===== src/rtl/sprite_blit_clip_colour_key_top_assert.svh =====
// Assertion macros shared by the sprite blitter RTL.
// Each macro takes a label, the clock, the active-low reset and two expressions.
`ifndef SPRITE_BLIT_CLIP_COLOUR_KEY_TOP_ASSERT_SVH
`define SPRITE_BLIT_CLIP_COLOUR_KEY_TOP_ASSERT_SVH

// The consequent must hold in the same cycle as the antecedent.
`define SBCK_ASSERT_SAME(label, clk, rst_n, ante, cons) \
	label: assert property (@(posedge clk) disable iff (!rst_n) (ante) |-> (cons)) \
		else $error("sbck assertion failed");

// The consequent must hold in the cycle after the antecedent.
`define SBCK_ASSERT_NEXT(label, clk, rst_n, ante, cons) \
	label: assert property (@(posedge clk) disable iff (!rst_n) (ante) |=> (cons)) \
		else $error("sbck assertion failed");

`endif


===== src/rtl/sbck_pkg.sv =====
// ----------------------------------------------------------------------------
// sbck_pkg
// Types and constants shared by the sprite blitter modules.
// ----------------------------------------------------------------------------
package sbck_pkg;

	localparam int COORD_W     = 10;
	localparam int PIX_W       = 16;
	localparam int ADDR_W      = 17;
	localparam int QUEUE_DEPTH = 4;
	localparam int QPTR_W      = 2;
	localparam int QCNT_W      = 3;

	localparam logic [PIX_W-1:0] KEY_RESET = 16'hFFFF;

	typedef struct packed {
		logic [PIX_W-1:0]   pixel_value;
		logic [COORD_W-1:0] sprite_height;
		logic [COORD_W-1:0] sprite_width;
		logic [COORD_W-1:0] y_origin;
		logic [COORD_W-1:0] x_origin;
	} sbck_in_t;

	typedef struct packed {
		logic [PIX_W-1:0]   pixel_value;
		logic [COORD_W-1:0] y;
		logic [COORD_W-1:0] x;
	} sbck_entry_t;

endpackage


===== src/rtl/sbck_front.sv =====
// ----------------------------------------------------------------------------
// sbck_front
// Accepts pixel words, tracks sprite geometry and position, and queues the
// on-screen, non-transparent pixels with their screen coordinates.
// ----------------------------------------------------------------------------
module sbck_front
	import sbck_pkg::*;
#(
	parameter int SCREEN_W = 240,
	parameter int SCREEN_H = 320
) (
	input  logic             clk,
	input  logic             arst_n,
	input  logic             in_valid,
	output logic             in_ready,
	input  logic             in_first,
	input  sbck_in_t         in_word,
	input  logic [PIX_W-1:0] transparent_colour,
	output logic             push_valid,
	input  logic             push_ready,
	output sbck_entry_t      push_entry
);

	`include "sprite_blit_clip_colour_key_top_assert.svh"

	logic [COORD_W-1:0] col_q, row_q, lx_q, ly_q, lw_q, lh_q;
	logic [COORD_W-1:0] col_e, row_e, lx_e, ly_e, lw_e, lh_e;
	logic [COORD_W:0]   x_sum, y_sum, col_inc;
	logic               live, emit, accept, wrap;

	always_comb begin
		if (in_first) begin
			lx_e  = in_word.x_origin;
			ly_e  = in_word.y_origin;
			lw_e  = (in_word.sprite_width == '0) ? COORD_W'(1) : in_word.sprite_width;
			lh_e  = (in_word.sprite_height == '0) ? COORD_W'(1) : in_word.sprite_height;
			col_e = '0;
			row_e = '0;
		end else begin
			lx_e  = lx_q;
			ly_e  = ly_q;
			lw_e  = lw_q;
			lh_e  = lh_q;
			col_e = col_q;
			row_e = row_q;
		end
		live    = row_e < lh_e;
		x_sum   = {1'b0, lx_e} + {1'b0, col_e};
		y_sum   = {1'b0, ly_e} + {1'b0, row_e};
		emit    = live && (x_sum < (COORD_W+1)'(SCREEN_W)) && (y_sum < (COORD_W+1)'(SCREEN_H))
			&& (in_word.pixel_value != transparent_colour);
		col_inc = {1'b0, col_e} + (COORD_W+1)'(1);
		wrap    = col_inc >= {1'b0, lw_e};
	end

	assign in_ready   = push_ready;
	assign accept     = in_valid && in_ready;
	assign push_valid = in_valid && emit;

	assign push_entry.x           = x_sum[COORD_W-1:0];
	assign push_entry.y           = y_sum[COORD_W-1:0];
	assign push_entry.pixel_value = in_word.pixel_value;

	always_ff @(posedge clk or negedge arst_n) begin
		if (!arst_n) begin
			col_q <= '0;
			row_q <= '0;
			lx_q  <= '0;
			ly_q  <= '0;
			lw_q  <= COORD_W'(1);
			lh_q  <= COORD_W'(1);
		end else if (accept) begin
			lx_q <= lx_e;
			ly_q <= ly_e;
			lw_q <= lw_e;
			lh_q <= lh_e;
			if (!live) begin
				col_q <= col_e;
				row_q <= row_e;
			end else if (wrap) begin
				col_q <= '0;
				row_q <= row_e + COORD_W'(1);
			end else begin
				col_q <= col_inc[COORD_W-1:0];
				row_q <= row_e;
			end
		end
	end

	`SBCK_ASSERT_SAME(a_row_bound, clk, arst_n, 1'b1, row_q <= lh_q)
	`SBCK_ASSERT_SAME(a_col_bound, clk, arst_n, 1'b1, col_q < lw_q)
	`SBCK_ASSERT_SAME(a_size_nonzero, clk, arst_n, 1'b1, (lw_q != '0) && (lh_q != '0))

endmodule


===== src/rtl/sbck_queue.sv =====
// ----------------------------------------------------------------------------
// sbck_queue
// Short queue of pending framebuffer writes between the front and back parts.
// ----------------------------------------------------------------------------
module sbck_queue
	import sbck_pkg::*;
(
	input  logic        clk,
	input  logic        arst_n,
	input  logic        push_valid,
	output logic        push_ready,
	input  sbck_entry_t push_entry,
	output logic        pop_valid,
	input  logic        pop_ready,
	output sbck_entry_t pop_entry
);

	`include "sprite_blit_clip_colour_key_top_assert.svh"

	sbck_entry_t       mem_q [QUEUE_DEPTH];
	logic [QPTR_W-1:0] wr_ptr_q, rd_ptr_q;
	logic [QCNT_W-1:0] count_q;
	logic              do_push, do_pop;

	assign push_ready = count_q != QCNT_W'(QUEUE_DEPTH);
	assign pop_valid  = count_q != '0;
	assign do_push    = push_valid && push_ready;
	assign do_pop     = pop_valid && pop_ready;
	assign pop_entry  = mem_q[rd_ptr_q];

	always_ff @(posedge clk) begin
		if (do_push) begin
			mem_q[wr_ptr_q] <= push_entry;
		end
	end

	always_ff @(posedge clk or negedge arst_n) begin
		if (!arst_n) begin
			wr_ptr_q <= '0;
			rd_ptr_q <= '0;
			count_q  <= '0;
		end else begin
			if (do_push) begin
				wr_ptr_q <= wr_ptr_q + QPTR_W'(1);
			end
			if (do_pop) begin
				rd_ptr_q <= rd_ptr_q + QPTR_W'(1);
			end
			unique case ({do_push, do_pop})
				2'b10:   count_q <= count_q + QCNT_W'(1);
				2'b01:   count_q <= count_q - QCNT_W'(1);
				default: count_q <= count_q;
			endcase
		end
	end

	`SBCK_ASSERT_SAME(a_count_bound, clk, arst_n, 1'b1, count_q <= QCNT_W'(QUEUE_DEPTH))
	`SBCK_ASSERT_NEXT(a_push_only, clk, arst_n, do_push && !do_pop,
		count_q == $past(count_q) + QCNT_W'(1))
	`SBCK_ASSERT_SAME(a_ptr_track, clk, arst_n, count_q == '0 || count_q == QCNT_W'(QUEUE_DEPTH),
		wr_ptr_q == rd_ptr_q)

endmodule


===== src/rtl/sbck_back.sv =====
// ----------------------------------------------------------------------------
// sbck_back
// Turns queued screen coordinates into linear framebuffer addresses and holds
// each write in an output register until it is taken.
// ----------------------------------------------------------------------------
module sbck_back
	import sbck_pkg::*;
#(
	parameter int SCREEN_W = 240
) (
	input  logic              clk,
	input  logic              arst_n,
	input  logic              pop_valid,
	output logic              pop_ready,
	input  sbck_entry_t       pop_entry,
	output logic              out_valid,
	input  logic              out_ready,
	output logic [ADDR_W-1:0] out_address,
	output logic [PIX_W-1:0]  out_data
);

	localparam int PROD_W = 2 * COORD_W;

	logic [PROD_W-1:0]   prod;
	logic [PROD_W:0]     sum;
	logic                out_valid_q;
	logic [ADDR_W-1:0]   addr_q;
	logic [PIX_W-1:0]    data_q;

	assign prod      = {{COORD_W{1'b0}}, pop_entry.y} * PROD_W'(SCREEN_W);
	assign sum       = {1'b0, prod} + (PROD_W+1)'(pop_entry.x);
	assign pop_ready = !out_valid_q || out_ready;

	always_ff @(posedge clk or negedge arst_n) begin
		if (!arst_n) begin
			out_valid_q <= 1'b0;
		end else if (pop_ready) begin
			out_valid_q <= pop_valid;
		end
	end

	always_ff @(posedge clk) begin
		if (pop_ready && pop_valid) begin
			addr_q <= sum[ADDR_W-1:0];
			data_q <= pop_entry.pixel_value;
		end
	end

	assign out_valid   = out_valid_q;
	assign out_address = addr_q;
	assign out_data    = data_q;

endmodule


===== src/rtl/sprite_blit_clip_colour_key_top.sv =====
// Sprite blitter with color-key transparency and right/bottom screen clipping.
// Pixel words are taken one per clock in row-major order; a word with tuser set
// starts a new sprite and carries its origin and size. Each pixel of a sprite that
// is on screen and differs from the transparent color produces one framebuffer
// write word. When the four-entry write queue is empty and the output register is
// free, the write is registered in the queue as the word is accepted, then in the
// output register that drives m_tvalid. The slave side accepts a word every cycle
// as long as that queue has room, so the sustained rate is one pixel per clock
// when the master side takes a write every cycle. The transparent color is written
// on the configuration channel, which is always ready, and resets to 0xFFFF.
// ----------------------------------------------------------------------------
// sprite_blit_clip_colour_key_top
// Top level: stream ports, transparent color register, front, queue, back.
// ----------------------------------------------------------------------------
module sprite_blit_clip_colour_key_top
	import sbck_pkg::*;
#(
	parameter int SCREEN_W = 240,
	parameter int SCREEN_H = 320
) (
	input  logic        clk,
	input  logic        arst_n,
	input  logic        s_tvalid,
	output logic        s_tready,
	// x_origin[9:0], y_origin[19:10], sprite_width[29:20], sprite_height[39:30],
	// pixel_value[55:40]
	input  logic [55:0] s_tdata,
	// first_pixel[0]
	input  logic        s_tuser,
	output logic        m_tvalid,
	input  logic        m_tready,
	// write_address[16:0], write_data[32:17], zero fill[39:33]
	output logic [39:0] m_tdata,
	input  logic        cfg_valid,
	output logic        cfg_ready,
	input  logic [15:0] cfg_data
);

	logic [PIX_W-1:0]  key_q;
	sbck_in_t          in_word;
	sbck_entry_t       push_entry, pop_entry;
	logic              push_valid, push_ready, pop_valid, pop_ready;
	logic [ADDR_W-1:0] out_address;
	logic [PIX_W-1:0]  out_data;

	assign cfg_ready = 1'b1;

	always_ff @(posedge clk or negedge arst_n) begin
		if (!arst_n) begin
			key_q <= KEY_RESET;
		end else if (cfg_valid && cfg_ready) begin
			key_q <= cfg_data;
		end
	end

	assign in_word = sbck_in_t'(s_tdata);

	sbck_front #(
		.SCREEN_W(SCREEN_W),
		.SCREEN_H(SCREEN_H)
	) u_front (
		.clk               (clk),
		.arst_n            (arst_n),
		.in_valid          (s_tvalid),
		.in_ready          (s_tready),
		.in_first          (s_tuser),
		.in_word           (in_word),
		.transparent_colour(key_q),
		.push_valid        (push_valid),
		.push_ready        (push_ready),
		.push_entry        (push_entry)
	);

	sbck_queue u_queue (
		.clk       (clk),
		.arst_n    (arst_n),
		.push_valid(push_valid),
		.push_ready(push_ready),
		.push_entry(push_entry),
		.pop_valid (pop_valid),
		.pop_ready (pop_ready),
		.pop_entry (pop_entry)
	);

	sbck_back #(
		.SCREEN_W(SCREEN_W)
	) u_back (
		.clk        (clk),
		.arst_n     (arst_n),
		.pop_valid  (pop_valid),
		.pop_ready  (pop_ready),
		.pop_entry  (pop_entry),
		.out_valid  (m_tvalid),
		.out_ready  (m_tready),
		.out_address(out_address),
		.out_data   (out_data)
	);

	assign m_tdata = {7'd0, out_data, out_address};

endmodule


===== config.mk =====
export PLATFORM = sky130hd
export DESIGN_NAME = sprite_blit_clip_colour_key_top
export DESIGN_NICKNAME = d
export VERILOG_FILES = /design/src/rtl/sbck_pkg.sv /design/src/rtl/sbck_front.sv /design/src/rtl/sbck_queue.sv /design/src/rtl/sbck_back.sv /design/src/rtl/sprite_blit_clip_colour_key_top.sv
export VERILOG_INCLUDE_DIRS = /design/src /design/src/rtl
export SDC_FILE = /design/constraint.sdc
export NUM_CORES = 1
export LEC_CHECK = 0
export BUFFER_PORTS_ARGS = -buffer_cell sky130_fd_sc_hd__buf_4
export CELL_PAD_IN_SITES_DETAIL_PLACEMENT = 0
export CELL_PAD_IN_SITES_GLOBAL_PLACEMENT = 1
export CORE_MARGIN = 3
export CORE_UTILIZATION = 30
export CTS_CLUSTER_DIAMETER = 80
export CTS_CLUSTER_SIZE = 28
export DETAILED_ROUTE_END_ITERATION = 12
export PLACE_DENSITY = 0.59
export SYNTH_ARGS = -nofsm -noshare
export SYNTH_HDL_FRONTEND = slang
export SYNTH_SLANG_ARGS = --single-unit

===== constraint.sdc =====
create_clock -name clk -period 4.9 [get_ports clk]
set_input_delay 0.735 -clock clk [delete_from_list [all_inputs] [get_ports clk]]
set_output_delay 0.735 -clock clk [all_outputs]
set_load 0.01 [all_outputs]

== Word level (Yosys, flattened, before mapping) ==
Memories as Yosys holds them, arrays and structs flattened.
Cells that the tools add are included.
Widths: inputs -> output; s select.

* Flip-flop bits (word level): 117
* Memories: 1
* Bits of input ports: 78
* Memory bits (writable): 144
* Output and inout port bits: 43

{| class="wikitable"
|+ Memories
! name !! words !! width !! read ports !! clocked after Yosys merged registers in !! write ports !! RTL line !! text
|-
| u_queue.mem_q || 4 || 36 || 1 || 0 || 1 || sbck_queue.sv:20 || <nowiki>sbck_entry_t mem_q [QUEUE_DEPTH];</nowiki>
|}

* Eq/ne operators: 4
* Reduce and logical (&&, ||, !) cells: 13
* Muxes and demuxes: 15
* $lt $le $gt $ge: 4
* Multipliers: 1
* Add/sub/neg operators: 9

{| class="wikitable"
|+ Operators by type and width
! kind !! number
|-
| $mux 10 || 12
|-
| $add 10x10->11 || 2
|-
| $logic_not 10->1 || 2
|-
| $add 17x10->17 || 1
|-
| $ne 16x16->1 || 1
|-
| $mul 10x4->13 const B || 1
|-
| $add 10x1->11 const B || 1
|-
| $ge 11x10->1 || 1
|-
| $lt 11x8->1 const B || 1
|-
| $lt 11x9->1 const B || 1
|-
| $add 10x1->10 const B || 1
|-
| $lt 10x10->1 || 1
|-
| $logic_and 1x1->1 || 7
|-
| $pmux 3 s2 || 1
|-
| $add 2x1->2 const B || 2
|-
| $add 3x1->3 const B || 1
|-
| $ne 3x3->1 const B || 1
|-
| $reduce_bool 3->1 || 1
|-
| $sub 3x1->3 const B || 1
|-
| $eq 2x1->1 const B || 1
|-
| $eq 2x2->1 const B || 1
|-
| $mux 1 || 2
|-
| $reduce_bool 2->1 || 1
|-
| $logic_not 1->1 || 1
|-
| $logic_or 1x1->1 || 1
|}

== Logic depth before layout (Yosys ltp) ==
Gate-level depths: netlist of run 1.

* Word-level depth: 11
* Gate-level depth with buffers: 22

== Cells and area by module ==
From an unflattened synthesis of run 1, not the netlist that was laid out.

* Cells, all modules: 1053
* Area, all modules: 13765.7 µm²

{| class="wikitable"
|+ Modules (own cells, without submodules)
! module !! cells an instance !! area each (µm²) !! instances !! sequential area each (µm²)
|-
| sbck_queue || 225 || 5612.9 || 1 || 4499.3
|-
| sbck_front || 584 || 5013.6 || 1 || 1503.9
|-
| sbck_back || 200 || 2402.3 || 1 || 1016.0
|-
| sprite_blit_clip_colour_key_top || 44 || 737.0 || 1 || 420.4
|}

== Least setup slack after synthesis of run 1 ==
Ideal clock, no wire load.

* Path kind: in2reg
* Start: in s_tuser
* End: mem u_queue.mem_q[0][0] in the netlist's numbering, enable pin
* Data required time: 4.523 ns
* Buffers on the path: 5
* Slack: -0.232 ns
* Stages on the path: 16
* Arrival: 4.755 ns
* Setup time: 0.377 ns
* Cells stage by stage: buf_6 > buf_2 > buf_1 > buf_1 > buf_1 > nor2_1 > ha_1 > fa_1 > a21oi_1 > o22ai_1 > nor2_1 > xnor2_1 > o21ai_0 > o311ai_4 > a211oi_4 > and2_2

{| class="wikitable"
|+ RTL lines
! what !! RTL line !! text
|-
| from (decl) || sprite_blit_clip_colour_key_top.sv:29 || <nowiki>input logic s_tuser,</nowiki>
|-
| to (decl) || sbck_queue.sv:20 ||
|}

== Worst setup path after layout of run 1 ==
* Start: reg u_queue.rd_ptr_q[0]
* End: reg u_back.addr_q[16], in the netlist u_back.out_address[16] (data pin)

* Cells in the longest elaborated chain, start to end: 3

{| class="wikitable"
|+ Ends and longest elaborated chain
! what !! RTL line !! text
|-
| from (decl) || sbck_queue.sv:21 || <nowiki>logic [QPTR_W-1:0] wr_ptr_q, rd_ptr_q;</nowiki>
|-
| from (signal assigned) || sbck_queue.sv:47 || <nowiki>rd_ptr_q <= rd_ptr_q + QPTR_W'(1);</nowiki>
|-
| $mem_v2 4x36 (*) || n/a ||
|-
| $mul 10x4->13 || sbck_back.sv:30 || <nowiki>assign prod = {{COORD_W{1'b0}}, pop_entry.y} * PROD_W'(SCREEN_W);</nowiki>
|-
| $add 17x10->17 (*) || sbck_back.sv:31 || <nowiki>assign sum = {1'b0, prod} + (PROD_W+1)'(pop_entry.x);</nowiki>
|-
| via u_back.sum[16] || sbck_back.sv:25 || <nowiki>logic [PROD_W:0] sum;</nowiki>
|-
| to (signal assigned) || sbck_back.sv:44 || <nowiki>addr_q <= sum[ADDR_W-1:0];</nowiki>
|-
| to (decl) || sbck_back.sv:27 || <nowiki>logic [ADDR_W-1:0] addr_q;</nowiki>
|}

Mark *: on every way through the listed nets, which the timed path passes. The rest lies on a longest branch.
A chain may end at the register's enable or synchronous reset.

==> metrics.md, run 1 <==
| Metric | Value |
|---|---|
| Final routed wirelength across all metal layers | `28700 um` |
| Outcome | `finished, final reports clean` |
| Post-synth cell types | `86` |
| Sequential standard cell area | `7440 um^2` |
| Initial antenna violation count | `0` |
| Fraction of layout cells with a size suffix above 1 | `28.2%` |
| Worst setup path endpoint | `u_back.out_address[16]$_DFFE_PP_` |
| Final instance area | `15600 um^2` |
| Adder-cell area share of the yosys netlist | `9.27%` |
| R2r setup slk | `0.49 ns` |
| Vias per cell | `4.58` |
| DRC Markers | `0` |
| Main combinational cell family by area after synthesis | `multiplexers` |
| Critical register-to-register path startpoint | `u_queue.rd_ptr_q[0]$_DFFE_PN0P_` |
| RSZ-0062 raised after global routing | `false` |
| Global-route congestion overflow total | `0` |
| Compound-Gate Fraction of Synth Area | `7.44%` |
| Clock root buffer master | `clkbuf_16` |
| Gpl congestion | `0.759` |
| Total via count in the routed design | `7668` |
| Placed Instances | `1642` |
| CTS HTree Levels | `1` |
| Period minus WS final | `4.41 ns` |
| Kind of end point of the critical path | `flip-flop` |
| Critical path startpoint | `u_queue.rd_ptr_q[0]$_DFFE_PN0P_` |
| Maximum number of buffers from clock root to sink | `3` |
| Power Dens Cells | `737 nW/um^2` |
| Avg Inst Size Synth | `14.1 um^2` |
| Footprint of the multi-input gates | `5470 um^2` |
| Cell count of the worst reg-to-reg path | `14` |
| Number of nets at the end of the flow | `1242` |
| DP HPWL | `21200 um` |
| Number of antenna diodes | `0` |
| Terminus of the critical flop-to-flop path | `u_back.out_address[16]$_DFFE_PP_` |
| Worst endpoint data arrival time | `4.67 ns` |
| Count of boundary I/O pins | `121` |
| Site row count | `76` |
| Per-cell routed wire length | `17.1 um` |
| TritonCTS clock tree | `yes` |
| Synthesized cell area | `13300 um^2` |
| CTS Buf Count | `17` |
| Max capacitance violation total | `0` |
| Final ANT Viol Nets | `0` |
| Clock network latency to the later pin of the worst-skew pair | `0.53 ns` |
| Final worst-path cycle share | `90.1%` |
| Post-synthesis xor/xnor area fraction | `4.67%` |
| Maximum fanout encountered on the critical timing path | `8` |
| Critical path data required time | `5.16 ns` |
| Effective utilization at floorplan | `30.6%` |
| Async set or reset register ratio after synthesis | `32.2%` |
| Vert. Die Dim | `217 um` |
| Worst slew margin relative to its limit | `37.0%` |
| Initial DRC Count | `285` |
| Portion of the post-synthesis area used by sequential elements | `55.9%` |
| Hold violation total from the final report | `0` |
| Cell taking the most area after synthesis | `edfxtp_1` |
| Worst min path class | `in -> async` |
| Number of sinks driven by the clock tree | `261` |
| Die ar. | `46900 um^2` |
| Prevailing post-synth register cell | `edfxtp_1` |
| Commonest non-fill, non-tap cell in the layout | `edfxtp_1` |
| Max Fclk | `0.227 GHz` |
| Post-route core utilization | `36.0%` |
| Number of fill cells | `4236` |
| Placeable core area | `43500 um^2` |
| Number of enable-type register cells in the synthesized netlist | `177` |
| Number of warnings reported in the yosys synthesis log | `0` |
| Actual slew at the worst max-slew pin | `0.943 ns` |
| Number of setup violations in the final report | `0` |
| Clock slew at reported path FFs | `0.09 ns` |
| Die Width | `217 um` |
| Global-route wire length before repair | `46300 um` |
| Post-Syn Instances | `946` |
| Area growth, synth to finish | `17.5%` |
| Setup Crit Path Kind | `reg -> reg` |
| Final Max Slew Viols | `0` |
| Number of port buffers | `112` |
| Number of global-route vias before repair | `8174` |
| Number of cells in the finished layout apart from fillers | `1674` |
| Total routing usage reported by global routing | `12.4%` |
| Area share of and/or/nand/nor cells after synthesis | `7.10%` |
| Iteration count of the initial detailed-routing pass | `4` |
| Pin count of the biggest net entering global routing | `45` |
| Worst clock skew | `0.0441 ns` |
| Most frequent cells in the layout | `177 x edfxtp_1, 135 x buf_4, 66 x inv_1` |
| Element type at the critical path start | `flip-flop` |
| Synth top area share | `40.0%` |
| Static power due to leakage | `6.16 nW` |
| Worst-case vdd ir drop | `0.579 mV` |
| Most area-consuming cells after synthesis | `edfxtp_1 40%, dfrtp_1 12%, ha_1 6.1%` |
| Total cell area at the placement stage | `15100 um^2` |
| Flop and latch count out of synthesis | `261` |
| Final TNS setup | `0 ns` |
| Multiplexer area fraction after synthesis | `12.2%` |
==> worst max-delay path: stages (launching register included) <==
cell	delay [ns]
dfrtp_4	0.50
mux4_2	0.57
fa_1	0.54
fa_1	0.52
inv_1	0.06
fa_1	0.49
inv_1	0.04
ha_1	0.31
o21ai_0	0.12
a21boi_0	0.26
o21a_1	0.17
o211a_1	0.17
nand2_1	0.07
nor4_1	0.24
xor2_1	0.10
==> layout make-up <==
cell class	instances	share of cell area (%)
Tap cell	585	4.68
Timing Repair Buffer	144	7.64
Multi-Input combinational cell	587	35.0
Inverter	67	1.61
Clock inverter	8	0.544
Sequential cell	261	47.6
Clock buffer	22	2.91
==> synth_stat cells (3+ instances only) <==
master      n
o21ai_1     3
xor2_1     42
xnor2_1    29
clkbuf_1   15
mux2_2     54
and2_2      4
buf_1       9
nor3_1     14
fa_1       21
edfxtp_1  177
nor4_1      8
nand3_1    13
nand2_1    44
dfrtp_1    66
ha_1       65
a41oi_1     3
a21o_1      4
dfstp_2    18
o21ai_0    33
o21a_1      6
and3_1      4
and2_1      6
mux4_2     36
mux2i_1    19
a21oi_1    32
or2_2       4
nand4_1     8
o211ai_1    3
nor2_1     28
a22o_1     10
buf_4       9
inv_1      66
nor2b_1    22
==> worst min path at each step <==
stage	from	end	slack (ns)
final	arst_n	u_queue.wr_ptr_q[1]$_DFFE_PN0P_	0.24
after global routing	arst_n	u_queue.wr_ptr_q[1]$_DFFE_PN0P_	0.26
after CTS	arst_n	u_queue.count_q[0]$_DFFE_PN0P_	0.24
after detailed placement	u_front.lw_q[8]$_DFFE_PN0P_	u_front.lw_q[8]$_DFFE_PN0P_	0.47
after global placement	u_front.lw_q[5]$_DFFE_PN0P_	u_front.lw_q[5]$_DFFE_PN0P_	0.46
after floorplan	arst_n	u_back.out_valid$_DFFE_PN0P_	0.44
==> state kept, by name, indices dropped and copies added, names as in the netlist, 16 cells and up <==
| signal | cells |
|---|---|
| key_q | 16 |
| u_back.out_address | 17 |
| u_back.out_data | 16 |
| u_queue.mem_q | 144 |
==> kinds of logic after synthesis <==
kind of cell    Yosys count
flops                   261
other cells               2
compound gates          138
fa+ha+maj                86
buf+inv                 104
mux                     110
simple gates            174
xor+xnor                 71
==> what timing repair did <==
action | 4_1_cts | 5_1_grt
gates resized for setup | 0 | 3
setup buffers | 0 | 2
hold endpoints to repair | 0 | 0
setup endpoints to repair | 0 | 1
hold buffers | 0 | 0
==> per-layer routing <==
metal  GRT usage, %  routed length [um]
met1           17.5               13700
met3           1.99                1090
met5              0                   0
met2           20.4               13400
met4           2.36                 473
==> power by group <==
part	leakage [nW]	internal (mW)	switching, mW
clock network	0.263	0.688	0.773
logic	3.27	3.12	3.50
registers	2.63	3.23	0.217
==> per-stage QoR <==
stage	setup WS [ns]	total power [mW]	hold slack, ns
final	0.488	11.5	0.245
after global routing	0.0700	12.7	0.262
after CTS	0.216	11.7	0.240
after detailed placement	0.250	10.2	0.471
after global placement	0.311	10.1	0.465
after floorplan	0.0418	8.64	0.439
Power figures use the tool's default switching activity.
==> run 2, diff against run 1 <==
BUFFER_PORTS_ARGS = default   (was -buffer_cell sky130_fd_sc_hd__buf_4)
DONT_BUFFER_PORTS = 1   (was default)
PLACE_DENSITY = 0.56   (was 0.59)
==> run 2 against run 1 <==
- clock-buffer cell count up 1
- wire length up 1.2%
- clock power increased by 18%
- final area shrank 5.2%
- clock skew shrank 0.017 ns
- critical path type unchanged
- largest cell class unchanged
- largest power group unchanged
==> metrics.md, run 2 (synthesized netlist as in run 1, its figures left out) <==
| Metric | Value |
|---|---|
| Vert. Die Dim | `217 um (unchanged)` |
| R2r setup slk | `0.39 ns (-0.10 ns)` |
| Total via count in the routed design | `7320 (-4.5%)` |
| Total cell area at the placement stage | `14100 um^2 (-6.5%)` |
| Max capacitance violation total | `0 (unchanged)` |
| Die ar. | `46900 um^2 (unchanged)` |
| Worst clock skew | `0.0270 ns (-0.0172 ns)` |
| Switching share of total power | `39.7% (+0.74 points)` |
| Iteration count of the initial detailed-routing pass | `6 (+2)` |
| Most frequent cells in the layout | `177 x edfxtp_1, 66 x inv_1, 65 x ha_1, 65 x dfrtp_1, 54 x mux2_2` |
| Maximum number of buffers from clock root to sink | `3 (unchanged)` |
| Net switching power of the design | `4.56 mW (+1.6%)` |
| Fraction of layout cells with a size suffix above 1 | `19.1% (-9.1 points)` |
| Pin count of the biggest net entering global routing | `73 (+62%)` |
| Gpl congestion | `0.717 (-5.5%)` |
| TritonCTS clock tree | `yes` |
| Kind of end point of the critical path | `flip-flop` |
| Post-placement worst setup slack | `0.242 ns (-0.00784 ns)` |
| Global-route wire length before repair | `46200 um (-0.13%)` |
| Period minus WS final | `4.51 ns (+0.0991 ns)` |
| Final ANT Viol Nets | `0 (unchanged)` |
| CTS Buf Count | `18 (+1)` |
| Vias per cell | `4.71 (+2.8%)` |
| Outcome | `finished, final reports clean` |
| Top layer reached by signal wires | `met4` |
| # Post-CTS Setup Buffers | `0 (unchanged)` |
| Sequential share of power | `30.9% (+1.0 points)` |
| Per-cell routed wire length | `18.7 um (+9.0%)` |
| Clock slew at reported path FFs | `0.10 ns (about the same)` |
| Commonest non-fill, non-tap cell in the layout | `edfxtp_1` |
| Logic pwr share | `54.1% (-3.3 points)` |
| Final routed wirelength across all metal layers | `29000 um (+1.2%)` |
| Number of setup violations in the final report | `0 (unchanged)` |
| Met2 layer wire length in the routed design | `13400 um (-0.17%)` |
| Largest register FFs | `144 (unchanged)` |
| Final worst-path cycle share | `92.1% (+2.0 points)` |
| Worst slew margin relative to its limit | `35.2% (-1.8 points)` |
| Cell-internal power | `6.93 mW (-1.5%)` |
| CTS HTree Levels | `1 (unchanged)` |
| Number of sinks driven by the clock tree | `261 (unchanged)` |
| Critical register-to-register path startpoint | `u_queue.rd_ptr_q[0]$_DFFE_PN0P_` |
| Total chip power | `11.5 mW (-0.31%)` |
| Worst min path class | `in -> async` |
| Post-route core utilization | `34.1% (-1.9 points)` |
| Number of global-route vias before repair | `7769 (-5.0%)` |
| Element type at the critical path start | `flip-flop` |
| Static power due to leakage | `5.62 nW (-8.7%)` |
| DRC Markers | `0 (unchanged)` |
| DP HPWL | `20500 um (-3.1%)` |
| Clk network pwr share | `15.0% (+2.3 points)` |
| Effective utilization at floorplan | `30.6% (unchanged)` |
| Setup Crit Path Kind | `reg -> reg` |
| Number of port buffers | `0 (-100%)` |
| Hold violation total from the final report | `0 (unchanged)` |
| Final instance area | `14800 um^2 (-5.2%)` |
| Worst setup path endpoint | `u_back.out_address[16]$_DFFE_PP_` |
| Clock root buffer master | `clkbuf_16` |
| Terminus of the critical flop-to-flop path | `u_back.out_address[16]$_DFFE_PP_` |
| Final Max Slew Viols | `0 (unchanged)` |
| Detailed-routing wirelength on met1 | `13900 um (+1.4%)` |
| Die Width | `217 um (unchanged)` |
| Site row count | `76 (unchanged)` |
| Worst-case vdd ir drop | `0.865 mV (+49%)` |
| Critical path startpoint | `u_queue.rd_ptr_q[0]$_DFFE_PN0P_` |
| Cell count of the worst reg-to-reg path | `13 (-1)` |
| Max Fclk | `0.222 GHz (-2.2%)` |
| Final TNS setup | `0 ns (unchanged)` |
| Worst endpoint data arrival time | `4.77 ns (+0.10 ns)` |
| Setup WS post-layout | `0.388 ns (-0.0991 ns)` |
| Area growth, synth to finish | `11.3%` |
| Critical path data required time | `5.16 ns (about the same)` |
| Initial antenna violation count | `1 (+1)` |
| Initial DRC Count | `456 (+60%)` |
| Total routing usage reported by global routing | `12.6% (+0.19 points)` |
| Placeable core area | `43500 um^2 (unchanged)` |
| RSZ-0062 raised after global routing | `false` |
| Total met3 wirelength after detailed routing | `1230 um (+12%)` |
| Clock network latency to the later pin of the worst-skew pair | `0.53 ns (about the same)` |
| Number of nets at the end of the flow | `1120 (-9.8%)` |
| Power Dens Cells | `776 nW/um^2 (+5.2%)` |
| Number of fill cells | `4239 (+0.071%)` |
| Maximum fanout encountered on the critical timing path | `10 (+2)` |
| Actual slew at the worst max-slew pin | `0.969 ns (+0.0264 ns)` |
| Global-route congestion overflow total | `0 (unchanged)` |
| Count of boundary I/O pins | `121 (unchanged)` |
| Largest reg by FF count | `u_queue.mem_q` |
==> run 2: cell types whose count changed in the layout (fill, tap and decap cells not counted), moves of 2 or more <==
cell and change:
clkbuf_16 +3, buf_4 -121, clkinv_16 +2, buf_12 -4
clkinv_4 -2, clkinv_8 -2, clkinv_2 -2, inv_12 +3
==> run 2: per-stage QoR <==
stage	instances	hold slack (ns)
2_1_floorplan	952	0.439
3_5_place_dp	1519	0.444
6_report	1554	0.0543
4_1_cts	1552	0.00657
5_1_grt	1553	0.0114
3_3_place_gp	1519	0.444
==> run 2: area by class of cell <==
type	count	area (um^2)	area share (%)
Sequential cell	261	7440	50.3
Tap cell	585	732	4.94
Antenna cell	1	2.50	0.0169
Inverter	67	251	1.70
Timing Repair Buffer	21	243	1.64
Clock inverter	9	165	1.12
Multi-Input combinational cell	587	5460	36.9
Clock buffer	23	512	3.46
==> run 2: worst min path at each step <==
stage,startpoint,to,cells after the start
floorplan,arst_n,u_back.out_valid$_DFFE_PN0P_,0
global placement,arst_n,u_front.lh_q[3]$_DFFE_PN0P_,0
detailed placement,arst_n,u_front.lh_q[3]$_DFFE_PN0P_,0
CTS,arst_n,u_front.lh_q[0]$_DFFE_PN1P_,0
global route,arst_n,key_q[15]$_DFFE_PN1P_,0
finish,arst_n,u_front.lw_q[0]$_DFFE_PN1P_,0
==> run 2: power groups by stage <==
stage	Sequential (mW)	Combinational [mW]	Clock (mW)
detailed placement	3.60	6.30	0
global route	3.60	7.25	1.88
global placement	3.59	6.26	0
floorplan	3.48	5.15	0
finish	3.55	6.21	1.73
CTS	3.55	6.35	1.80
==> run 2: what timing repair did <==
item	4_1_cts	5_1_grt
hold buffers	1	1
endpoints found under the setup margin	0	1
resized for setup	0	2
hold endpoints to repair	66	1
==> run 2: critical path: stages, from the launching register on <==
cell and delay (ns):
dfrtp_4 0.56, mux4_2 0.58, inv_1 0.17, fa_1 0.47, fa_1 0.53, inv_1 0.04, ha_1 0.33, o21a_1 0.20
a2111oi_1 0.48, o41ai_1 0.14, a21oi_1 0.18, xor2_1 0.12, nor4_1 0.34, xor2_1 0.12
==> run 2: layer usage <==
metal / vias to the layer above / GRT usage [%]
li1: 3521 / -
met1: 3642 / 17.5
met2: 129 / 20.5
met3: 28 / 2.43
met4: 0 / 2.63
met5: - / 0
==> run 3, diff against run 2 <==
ABC_AREA = 1   (was default)
CORE_UTILIZATION = 45   (was 30)
PLACE_DENSITY = 0.8   (was 0.56)
==> run 3 against run 2 <==
- clock skew up 0.018 ns
- cell count is 18% higher
- global-route usage is 5.3 points higher
==> metrics.md, run 3 <==
| Metric | Value |
|---|---|
| DRC Markers | `0 (unchanged)` |
| Sequential standard cell area | `7440 um^2 (about the same)` |
| Number of enable-type register cells in the synthesized netlist | `177 (unchanged)` |
| Met2 layer wire length in the routed design | `13900 um (+3.6%)` |
| Terminus of the critical flop-to-flop path | `u_back.out_address[16]$_DFFE_PP_` |
| Fraction of layout cells with a size suffix above 1 | `6.93% (-12 points)` |
| Final worst-path cycle share | `93.0% (+0.93 points)` |
| Total met3 wirelength after detailed routing | `998 um (-19%)` |
| Cell count of the worst reg-to-reg path | `18 (+5)` |
| Avg Inst Size Synth | `9.56 um^2 (-32%)` |
| Count of boundary I/O pins | `121 (unchanged)` |
| Final routed wirelength across all metal layers | `29600 um (+1.9%)` |
| Number of fill cells | `2748 (-35%)` |
| Number of sinks driven by the clock tree | `261 (unchanged)` |
| R2r setup slk | `0.34 ns (-0.05 ns)` |
| Cell taking the most area after synthesis | `edfxtp_1` |
| Number of setup violations in the final report | `0 (unchanged)` |
| Largest register FFs | `144 (unchanged)` |
| Clock root buffer master | `clkbuf_16` |
| Worst clock skew | `0.0447 ns (+0.0178 ns)` |
| Prevailing post-synth register cell | `edfxtp_1` |
| Initial DRC Count | `607 (+33%)` |
| Kind of end point of the critical path | `flip-flop` |
| Global-route wire length before repair | `47700 um (+3.2%)` |
| Most frequent cells in the layout | `320 x nand2_1, 207 x inv_1, 177 x edfxtp_1` |
| Most frequent cell after synthesis | `nand2_1` |
| Post-synth cell types | `46 (-47%)` |
| Site row count | `63 (-17%)` |
| Total routing usage reported by global routing | `17.8% (+5.3 points)` |
| Global-route congestion overflow total | `0 (unchanged)` |
| Clock slew at reported path FFs | `0.10 ns (about the same)` |
| TritonCTS clock tree | `yes` |
| Commonest non-fill, non-tap cell in the layout | `nand2_1` |
| Iteration count of the initial detailed-routing pass | `5 (-1)` |
| Leading cell types by count after synthesis | `320 x nand2_1, 208 x inv_1, 177 x edfxtp_1` |
| Hold violation total from the final report | `0 (unchanged)` |
| Post-Syn Instances | `1441 (+52%)` |
| Maximum fanout encountered on the critical timing path | `20 (+10)` |
| Placeable core area | `29900 um^2 (-31%)` |
| Most area-consuming cells after synthesis | `edfxtp_1 39%, dfrtp_1 12%, nand2_1 8.7%` |
| CTS HTree Levels | `1 (unchanged)` |
| Period minus WS final | `4.56 ns (+0.0458 ns)` |
| Maximum number of buffers from clock root to sink | `3 (unchanged)` |
| Portion of the post-synthesis area used by sequential elements | `54.0% (-1.9 points)` |
| Number of global-route vias before repair | `9102 (+17%)` |
| Setup Crit Path Kind | `reg -> reg` |
| Number of warnings reported in the yosys synthesis log | `0 (unchanged)` |
| Die Width | `181 um (-16%)` |
| Vert. Die Dim | `181 um (-16%)` |
| Detailed-routing wirelength on met1 | `14100 um (+1.9%)` |
| Clock network latency to the later pin of the worst-skew pair | `0.52 ns (about the same)` |
| Setup WS post-layout | `0.343 ns (-0.0458 ns)` |
| Outcome | `finished, final reports clean` |
| Vias per cell | `5.16 (+9.4%)` |
| Critical path data required time | `5.17 ns (about the same)` |
| Worst slew margin relative to its limit | `58.0% (+23 points)` |
| Worst min path class | `in -> async` |
| Initial antenna violation count | `0 (-1)` |
| Effective utilization at floorplan | `46.1% (+16 points)` |
| Post-placement worst setup slack | `0.140 ns (-0.102 ns)` |
| Largest reg by FF count | `u_queue.mem_q` |
| Max Fclk | `0.219 GHz (-1.0%)` |
| Total via count in the routed design | `9455 (+29%)` |
| Die ar. | `32800 um^2 (-30%)` |
| Element type at the critical path start | `flip-flop` |
| Number of antenna diodes | `0 (-1)` |
| Final Max Slew Viols | `0 (unchanged)` |
| Actual slew at the worst max-slew pin | `0.631 ns (-0.339 ns)` |
| Critical register-to-register path startpoint | `u_queue.rd_ptr_q[0]$_DFFE_PN0P_` |
| Number of port buffers | `0 (unchanged)` |
| Final ANT Viol Nets | `0 (unchanged)` |
| Footprint of the multi-input gates | `5380 um^2 (-1.6%)` |
| CTS Buf Count | `17 (-1)` |
| Area growth, synth to finish | `7.80%` |
| Gpl congestion | `0.820 (+14%)` |
| Synthesized cell area | `13800 um^2 (+3.6%)` |
| Top layer reached by signal wires | `met4` |
| Per-cell routed wire length | `16.1 um (-14%)` |
| DP HPWL | `20300 um (-1.2%)` |
| Async set or reset register ratio after synthesis | `32.2% (unchanged)` |
| Max capacitance violation total | `0 (unchanged)` |
| Flop and latch count out of synthesis | `261 (unchanged)` |
| Worst endpoint data arrival time | `4.83 ns (+0.06 ns)` |
| Synth top area share | `38.6% (-1.4 points)` |
| Pin count of the biggest net entering global routing | `85 (+16%)` |
| Number of nets at the end of the flow | `1597 (+43%)` |
## run 3: what timing repair did
item | CTS | global route
endpoints found under the setup margin | 0 | 3
setup buffers | 0 | 1
hold buffers | 1 | 0
gates resized for setup | 0 | 8
endpoints found under the hold margin | 66 | 0
## run 3: metal layers
layer | vias up | global-route usage, %
met5 | - | 0
li1 | 4744 | -
met4 | 0 | 3.41
met3 | 36 | 2.21
met2 | 164 | 29.5
met1 | 4511 | 25.7
## run 3: how the worst max path moves through the flow
stage	cells past startpoint	endpoint	from	slack, ns
2_1_floorplan	16	u_queue.mem_q[0][0]$_DFFE_PP_	s_tuser	-1.02
3_3_place_gp	18	u_back.out_address[16]$_DFFE_PP_	u_queue.rd_ptr_q[0]$_DFFE_PN0P_	0.27
3_5_place_dp	18	u_back.out_address[16]$_DFFE_PP_	u_queue.rd_ptr_q[0]$_DFFE_PN0P_	0.14
4_1_cts	18	u_back.out_address[16]$_DFFE_PP_	u_queue.rd_ptr_q[0]$_DFFE_PN0P_	0.11
5_1_grt	18	u_back.out_address[16]$_DFFE_PP_	u_queue.rd_ptr_q[0]$_DFFE_PN0P_	-0.004
6_report	18	u_back.out_address[16]$_DFFE_PP_	u_queue.rd_ptr_q[0]$_DFFE_PN0P_	0.34
## run 3: through the flow
step	area [um^2]	TNS, ns	cells	hold WS [ns]	utilization [%]
3_3_place_gp	14200	0	1802	0.446	47.6
4_1_cts	14800	0	1833	0.0234	49.6
2_1_floorplan	13800	-146.16	1447	0.439	-
3_5_place_dp	14200	0	1802	0.447	47.6
5_1_grt	14900	-0.00413	1834	0.0124	49.7
6_report	14900	0	1834	0.0422	49.7
## run 3: kinds of logic after synthesis
group,count (synthesis),synth area share (%)
DFF,261,54.0
xor gates and xnor gates,42,2.67
muxes,6,0.436
buffers and inverters,265,7.60
AOI/OAI and AO/OA,262,10.7
other,2,0.0545
adders and majority gates,86,8.95
and+or+nand+nor,517,15.6
## run 3: final cells by class
class	count	share of cell area, %
well taps	390	3.29
flip-flops and latches	261	50.1
clock buffers	23	3.08
multi-input cells	921	36.2
clock inverters	7	0.716
repair buffers	22	1.27
inverters	210	5.34
## run 3: worst max-delay path: stages (launching register included)
cell and delay, ns:
dfrtp_2 0.38, clkinv_2 0.22, o21ai_0 0.30, o22ai_2 0.12, fa_1 0.49, fa_1 0.53
inv_1 0.06, fa_1 0.51, inv_1 0.05, ha_1 0.33, nand2_1 0.06, o21ai_0 0.26
a21oi_1 0.13, o21ai_1 0.20, nand2_1 0.09, nor2_1 0.19, nand4_1 0.14, o21bai_1 0.16
nand2_1 0.06
Power of run 3 is not shown: default switching activity piles up to over one toggle a cycle in this logic, so the estimate is an artifact.
